`src/hw/rtl/mass_spring_lattice_euler_step_macros.svh`:
```
// ----------------------------------------------------------------------------
// Assertion macros
// Shared concurrent assertion forms, clocked on clk and disabled in reset.
// ----------------------------------------------------------------------------
`ifndef MASS_SPRING_LATTICE_EULER_STEP_MACROS_SVH
`define MASS_SPRING_LATTICE_EULER_STEP_MACROS_SVH

`ifndef NO_ASSERTIONS

`define MSL_ASSERT_SAME(label, ante, cons, msg) \
	label: assert property (@(posedge clk) disable iff (!arst_n) (ante) |-> (cons)) \
		else $error(msg);

`define MSL_ASSERT_NEXT(label, ante, cons, msg) \
	label: assert property (@(posedge clk) disable iff (!arst_n) (ante) |=> (cons)) \
		else $error(msg);

`else

`define MSL_ASSERT_SAME(label, ante, cons, msg)

`define MSL_ASSERT_NEXT(label, ante, cons, msg)

`endif

`endif

```
`src/hw/rtl/msl_pkg.sv`:
```
// ----------------------------------------------------------------------------
// msl_pkg
// Types, codes and fixed-point helpers of the lattice Euler step block.
// ----------------------------------------------------------------------------
package msl_pkg;

	localparam int CFW = 20;

	// register indexes
	localparam logic [2:0] REG_SPRING_K     = 3'd0;
	localparam logic [2:0] REG_DAMPER_B     = 3'd1;
	localparam logic [2:0] REG_INVERSE_MASS = 3'd2;
	localparam logic [2:0] REG_TIME_STEP    = 3'd3;
	localparam logic [2:0] REG_TOP_WALL     = 3'd4;

	localparam logic [CFW-1:0] RST_SPRING_K     = 20'd13107;
	localparam logic [CFW-1:0] RST_DAMPER_B     = 20'd3277;
	localparam logic [CFW-1:0] RST_INVERSE_MASS = 20'd65536;
	localparam logic [CFW-1:0] RST_TIME_STEP    = 20'd3277;

	// datapath operations
	localparam logic [3:0] OP_NONE = 4'd0;
	localparam logic [3:0] OP_MK   = 4'd1;
	localparam logic [3:0] OP_MB   = 4'd2;
	localparam logic [3:0] OP_SB   = 4'd3;
	localparam logic [3:0] OP_SF   = 4'd4;
	localparam logic [3:0] OP_MI   = 4'd5;
	localparam logic [3:0] OP_SA   = 4'd6;
	localparam logic [3:0] OP_MA   = 4'd7;
	localparam logic [3:0] OP_RA   = 4'd8;
	localparam logic [3:0] OP_NV   = 4'd9;
	localparam logic [3:0] OP_ND   = 4'd10;

	localparam logic [2:0] LINK_SELF = 3'd0;
	localparam logic [2:0] LINK_LAST = 3'd6;
	localparam logic [1:0] AXIS_LAST = 2'd2;

	typedef struct packed {
		logic       clr_step;
		logic       load_in;
		logic       rd_en;
		logic [2:0] link;
		logic [1:0] axis;
		logic [3:0] op;
		logic       load_out;
	} msl_cmd_t;

	typedef struct packed {
		logic clr_last;
		logic out_busy;
	} msl_stat_t;

	localparam logic signed [63:0] SAT_MAX = 64'sh0000_0000_7FFF_FFFF;
	localparam logic signed [63:0] SAT_MIN = -64'sh0000_0000_8000_0000;

	function automatic logic signed [31:0] sat32(input logic signed [63:0] v);
		logic signed [31:0] r;
		if (v > SAT_MAX) begin
			r = 32'sh7FFF_FFFF;
		end else if (v < SAT_MIN) begin
			r = 32'sh8000_0000;
		end else begin
			r = v[31:0];
		end
		return r;
	endfunction

endpackage

```
`src/hw/rtl/msl_ctrl.sv`:
```
// ----------------------------------------------------------------------------
// msl_ctrl
// Sequencer: clearing pass, neighbor reads and multiply steps per axis.
// ----------------------------------------------------------------------------
`include "mass_spring_lattice_euler_step_macros.svh"

module msl_ctrl (
	input  logic                clk,
	input  logic                arst_n,
	input  logic                s_tvalid,
	output logic                s_tready,
	input  msl_pkg::msl_stat_t  st,
	output msl_pkg::msl_cmd_t   cmd
);

	localparam logic [3:0] ST_CLR  = 4'd0;
	localparam logic [3:0] ST_IDLE = 4'd1;
	localparam logic [3:0] ST_RD   = 4'd2;
	localparam logic [3:0] ST_WT   = 4'd3;
	localparam logic [3:0] ST_MK   = 4'd4;
	localparam logic [3:0] ST_MB   = 4'd5;
	localparam logic [3:0] ST_SB   = 4'd6;
	localparam logic [3:0] ST_SF   = 4'd7;
	localparam logic [3:0] ST_MI   = 4'd8;
	localparam logic [3:0] ST_SA   = 4'd9;
	localparam logic [3:0] ST_MA   = 4'd10;
	localparam logic [3:0] ST_RA   = 4'd11;
	localparam logic [3:0] ST_NV   = 4'd12;
	localparam logic [3:0] ST_ND   = 4'd13;
	localparam logic [3:0] ST_FIN  = 4'd14;

	logic [3:0] state_q, state_d;
	logic [2:0] link_q, link_d;
	logic [1:0] axis_q, axis_d;

	assign s_tready = (state_q == ST_IDLE);

	always_comb begin
		state_d      = state_q;
		link_d       = link_q;
		axis_d       = axis_q;
		cmd          = '0;
		cmd.link     = link_q;
		cmd.axis     = axis_q;
		cmd.op       = msl_pkg::OP_NONE;
		unique case (state_q)
			ST_CLR: begin
				cmd.clr_step = 1'b1;
				if (st.clr_last) begin
					state_d = ST_IDLE;
				end
			end
			ST_IDLE: begin
				if (s_tvalid) begin
					cmd.load_in = 1'b1;
					axis_d      = 2'd0;
					link_d      = msl_pkg::LINK_SELF;
					state_d     = ST_RD;
				end
			end
			ST_RD: begin
				cmd.rd_en = 1'b1;
				if (link_q == msl_pkg::LINK_LAST) begin
					state_d = ST_WT;
				end else begin
					link_d = link_q + 3'd1;
				end
			end
			ST_WT: state_d = ST_MK;
			ST_MK: begin
				cmd.op  = msl_pkg::OP_MK;
				state_d = ST_MB;
			end
			ST_MB: begin
				cmd.op  = msl_pkg::OP_MB;
				state_d = ST_SB;
			end
			ST_SB: begin
				cmd.op  = msl_pkg::OP_SB;
				state_d = ST_SF;
			end
			ST_SF: begin
				cmd.op  = msl_pkg::OP_SF;
				state_d = ST_MI;
			end
			ST_MI: begin
				cmd.op  = msl_pkg::OP_MI;
				state_d = ST_SA;
			end
			ST_SA: begin
				cmd.op  = msl_pkg::OP_SA;
				state_d = ST_MA;
			end
			ST_MA: begin
				cmd.op  = msl_pkg::OP_MA;
				state_d = ST_RA;
			end
			ST_RA: begin
				cmd.op  = msl_pkg::OP_RA;
				state_d = ST_NV;
			end
			ST_NV: begin
				cmd.op  = msl_pkg::OP_NV;
				state_d = ST_ND;
			end
			ST_ND: begin
				cmd.op = msl_pkg::OP_ND;
				if (axis_q == msl_pkg::AXIS_LAST) begin
					state_d = ST_FIN;
				end else begin
					axis_d  = axis_q + 2'd1;
					link_d  = msl_pkg::LINK_SELF;
					state_d = ST_RD;
				end
			end
			ST_FIN: begin
				if (!st.out_busy) begin
					cmd.load_out = 1'b1;
					state_d      = ST_IDLE;
				end
			end
			default: state_d = ST_CLR;
		endcase
	end

	always_ff @(posedge clk or negedge arst_n) begin
		if (!arst_n) begin
			state_q <= ST_CLR;
			link_q  <= '0;
			axis_q  <= '0;
		end else begin
			state_q <= state_d;
			link_q  <= link_d;
			axis_q  <= axis_d;
		end
	end

	`MSL_ASSERT_NEXT(a_accept_starts_read, s_tvalid && s_tready,
		state_q == ST_RD && link_q == msl_pkg::LINK_SELF && axis_q == 2'd0,
		"accepted beat did not start the self read")
	`MSL_ASSERT_NEXT(a_reads_then_wait, state_q == ST_RD && link_q == msl_pkg::LINK_LAST,
		state_q == ST_WT, "read sequence did not end after the last link")
	`MSL_ASSERT_SAME(a_axis_range, state_q != ST_CLR && state_q != ST_IDLE,
		axis_q != 2'd3, "axis counter out of range")

endmodule

```
`config.mk`:
```
export PLATFORM = sky130hd
export DESIGN_NAME = msl_ctrl
export DESIGN_NICKNAME = d
export VERILOG_FILES = /design/src/hw/rtl/msl_pkg.sv /design/src/hw/rtl/msl_ctrl.sv
export VERILOG_INCLUDE_DIRS = /design/src /design/src/hw/rtl
export SDC_FILE = /design/constraint.sdc
export NUM_CORES = 1
export LEC_CHECK = 0
export BUFFER_PORTS_ARGS = -buffer_cell sky130_fd_sc_hd__buf_2
export CELL_PAD_IN_SITES_DETAIL_PLACEMENT = 0
export CELL_PAD_IN_SITES_GLOBAL_PLACEMENT = 1
export CORE_UTILIZATION = 35
export DETAILED_ROUTE_END_ITERATION = 7
export GPL_ROUTABILITY_DRIVEN = 0
export HOLD_SLACK_MARGIN = 0.15
export PLACE_DENSITY_LB_ADDON = 0.2
export RECOVER_POWER = 100
export SKIP_LAST_GASP = 1
export SYNTH_ARGS = -nofsm -noshare
export SYNTH_HDL_FRONTEND = slang
export SYNTH_SLANG_ARGS = --single-unit
export TNS_END_PERCENT = 100
```
`constraint.sdc`:
```
create_clock -name clk -period 1.56 [get_ports clk]
set_input_delay 0.312 -clock clk [delete_from_list [all_inputs] [get_ports clk]]
set_output_delay 0.312 -clock clk [all_outputs]
set_load 0.005 [all_outputs]
```
== After elaboration in Yosys (flattened, before gate mapping) ==
Index checks and enable logic that the tools add are counted.
Operators by class
  add/subtract/negate cells: 2
  multiply operators: 0
  div/mod/pow operators: 0
  $lt $le $gt $ge: 0
  eq/ne operators: 22
  shift-type cells: 0
  mux-type cells: 20
  bitwise logic cells: 0
  reductions and logical operators: 6
Operators by type and width (number)
  $pmux 4 s15: 1
  $pmux 4 s10: 1
  $eq 4x4->1 const B: 7
  $mux 4: 5
  $eq 4x3->1 const B: 4
  $ne 2x2->1 const B: 6
  $mux 3: 3
  $pmux 3 s3: 1
  $eq 4x2->1 const B: 2
  $reduce_and 4->1: 2
  $mux 1: 6
  $eq 4x1->1 const B: 1
  $logic_not 4->1: 1
  $mux 2: 2
  $pmux 2 s2: 1
  $add 3x1->3 const B: 1
  $eq 3x3->1 const B: 1
  $reduce_and 3->1: 1
  $reduce_bool 3->1: 1
  $add 2x1->2 const B: 1
  $eq 2x2->1 const B: 1
  $reduce_bool 2->1: 1
Storage, ports and cells
  flip-flop bits (word level): 9
  latch bits: 0
  RAM bits: 0
  ROM bits: 0
  bits of input ports: 5
  output and inout port bits: 14
  word-level logic and storage cells: 53
  memories kept: 0

== Logic depth before layout (Yosys ltp) ==
  depth in word-level cells: 3
  gate-level depth with buffers: 6
  depth with buffers taken out: 6

== Least setup slack after synthesis ==
Ideal clock, no wire load.
  path type: flip-flop to flip-flop
  start: register state_q[2]
  end: register link_q[2]
  library setup time: 0.133 ns
  arrival: 1.292 ns
  required time: 1.427 ns
  slack: 0.135 ns
  stages on the path, launching flop included: 6
  buffers on the path: 1
  period minus slack after synthesis: 1.425 ns
  cells stage by stage: dfrtp_1 > or2_1 > buf_6 > a211oi_4 > o22a_2 > a31oi_1
Between the ends
  word-level cells in the longest chain between the ends: 3
  elaborated cells on any way between the ends: 9
  classes of those cells: 6 x eq/ne; 1 x mux; 2 x reduce/logical
Ends and longest elaborated chain
  start: declaration: RTL line msl_ctrl.sv:32  | logic [3:0] state_q, state_d;
  start signal: assignment: RTL line msl_ctrl.sv:132  | state_q <= state_d;
  $eq 4x2->1 (tied with other cells): RTL line msl_ctrl.sv:46  | unique case (state_q)
  $ne 2x2->1 (no line) or $reduce_bool 3->1 (tied branches)
  $reduce_and 4->1 (no line)
  end signal: assignment: RTL line msl_ctrl.sv:133  | link_q <= link_d;
  end: declaration: RTL line msl_ctrl.sv:33  | logic [2:0] link_q, link_d;
Several ways; a longest one is shown, not always the timed one.
A chain may end at the register's enable or synchronous reset.

==> reports/metrics.cfg <==
[critical_path]
critPathLaunch = state_q[1]
cp_slowest_stage_delay_ps = 480
critical_path.max_fanout = 8
r2r_start = link_q[0]
required_ps = 1250
crit_type = flop to output port
cp-start-kind = flop
cp-end-kind = output port
crit_slowest_cell = dfrtp_2
arrival_ps = 1270
worstPathCellList = buf_6 -> and3_1 -> nor3_1 -> buf_2

[sta]
setup_viol = 1
finClkSkew_ps = 2.69
slew_headroom_pct = 68.9
fmax_ghz = 0.633
period_needed_ps = 1580
fin_ws_ps = -19.1
grt_setup_unrepaired = true
finalHoldViolations = 0
slew_violations = 0
worst_pin_slew_ps = 466
period_share_pct = 101

[routing]
dr_wl_met3_um = 68
drt-vias-per-instance = 4.93
routed.top_layer = met4
drt_iter0_markers = 7
wl_met1_um = 717
ant_nets = 0
route.met2.wl_um = 674
drt_pass1_iterations = 4
vias = 660
wire_per_inst_um = 11.0
drc_errors = 0
wl_um = 1470

[place]
dp.cells = 122
hpwl_um = 1090
detailed_place.area_um2 = 768
io_buffers = 18
dp_slack_ps = 78.3

[yosys]
yosysSeqAreaShare_pct = 35.0
yosysMostFrequentCell = nand2_1
yosysTopAreaCell = dfrtp_1
synth_edf_count = 0
yosys-top-cells-count = 12 x nand2_1, 9 x dfrtp_1, 7 x nor2_1
synth_ff_type = dfrtp_1
syn_avg_cell_area_um2 = 8.04
netlist_area_um2 = 643
syn_nets = 88
netlist.area_leader.share_pct = 35.0
synthArstFlopShare_pct = 100
syn_inst = 80
synth_area_leaders = dfrtp_1 35%, nand2_1 7.0%, ha_1 5.8%, nor2_1 4.1%, a21oi_1 3.9%
yosysWarnings = 0
ys_types = 28
ys_seq_elements = 9

[hold_path]
min_path_type = input port to flop
min-delay-start = s_tvalid

[pwr]
ir_drop_mv = 1.03
p_per_area_nw_per_um2 = 1990
p_leak_nw = 0.439

[final_layout]
area_growth_pct = 40.5
fin_nets = 118
seqCellArea_um2 = 228
design_area_um2 = 903
fin_cells = 134
multiInputGateArea_um2 = 403
n_antenna_cell = 0
post-route-util_pct = 52.3
fill_cells = 185
drive_gt1_share_pct = 38.5

[die]
pin_count = 19
die_height_um = 44.9
dieWidth_um = 44.9
die_area_um2 = 2010
start_util_pct = 37.2
core_area_um2 = 1730
num_rows = 15

[global_route]
grt_pass1_wl_um = 2320
antenna_found_initial = 0
grt_use_total_pct = 15.8
grt_pass1_vias = 548
grt_max_degree = 15
globalRouteOverflowTotal = 0

[clocking]
clk_path_buf_depth = 2
cts_sinks = 9
cts_buffers = 3
clock-root-buffer = clkbuf_4
clkLatencyLatePin_ps = 250
htree_levels = 1
cts.clk_slew.worst_paths_ps = 60
cts_tree = done

[job]
maxCapViolCount = 0

[run_status]
violations = setup timing
status = complete, but fails checks

## cell families after synthesis
group	Yosys count	synth area share [%]
AOI/OAI and AO/OA	20	21.4
adders and majority gates	3	5.84
buffers and inverters	9	6.42
DFF	9	35.0
muxes	1	1.56
and+or+nand+nor	38	29.8
## final cells by class
type	count	area share [%]
clock buffers	3	2.49
clock inverters	1	0.554
inverters	4	1.66
multi-input cells	62	44.6
flip-flops and latches	9	25.2
well taps	25	3.46
repair buffers	30	22.0
## state kept, by name, summed over array words and instances, names as in the netlist
name / flops
state_q: 4
link_q: 3
axis_q: 2
## worst paths after layout
kind / slack (ps) / cells past startpoint / to
worst min-delay path: 370 / 4 / state_q[0]
min in group asynchronous: 520 / 2 / link_q[0]
max in group asynchronous: 700 / 2 / state_q[0]
worst min register to register: 500 / 1 / axis_q[0]
worst max register to register: 120 / 5 / link_q[2]
worst max-delay path: -20 / 4 / cmd[1]
## worst max-delay path, delay by kind of cell, from the launching register on
family | cells | cell delay, ps
AND/OR/NAND/NOR | 2 | 250
buffers and inverters | 2 | 270
flip-flops | 1 | 480
## layer usage
layer / vias to the layer above / GRT usage [%]
li1: 337 / -
met1: 308 / 22.4
met2: 13 / 24.1
met3: 2 / 2.00
met4: 0 / 7.27
met5: - / 0
## report_power, final
group,leakage (nW),switching [mW],internal (mW)
Clock,0.0177,0.0767,0.0942
Sequential,0.113,0.130,0.337
Combinational,0.308,0.561,0.601
Total,0.439,0.767,1.03
## cell usage in the layout, fill, tap and decap left out, drive strengths merged, types with 2 or more instances in the layout
| cell type | Yosys | routed |
|---|---|---|
| a21oi | 5 | 5 |
| a31oi | 2 | 2 |
| and3 | 2 | 2 |
| buf | 1 | 26 |
| clkbuf | 4 | 6 |
| dfrtp | 9 | 9 |
| ha | 3 | 3 |
| inv | 4 | 4 |
| nand2 | 12 | 12 |
| nand2b | 4 | 4 |
| nor2 | 7 | 7 |
| nor2b | 2 | 2 |
| nor3 | 5 | 5 |
| o21ai | 5 | 5 |
| o22ai | 2 | 2 |
## per-stage QoR
stage	hold WS [ps]	power, mW	TNS, ps
finish	372	1.80	-19.1
CTS	371	1.68	-27.1
floorplan	16.4	1.08	0
global placement	172	1.38	0
global route	400	1.97	-250
detailed placement	170	1.37	0
## timing repair
item                                   in CTS  in global routing
gates resized for setup                     8                  8
pin swaps                                   0                  1
hold buffers                                1                  0
buffers inserted                            3                  3
endpoints found under the hold margin       9                  0
gates cloned                                0                  1
setup endpoints to repair                   6                  9
Note: power is estimated with default switching activity, not from simulation.
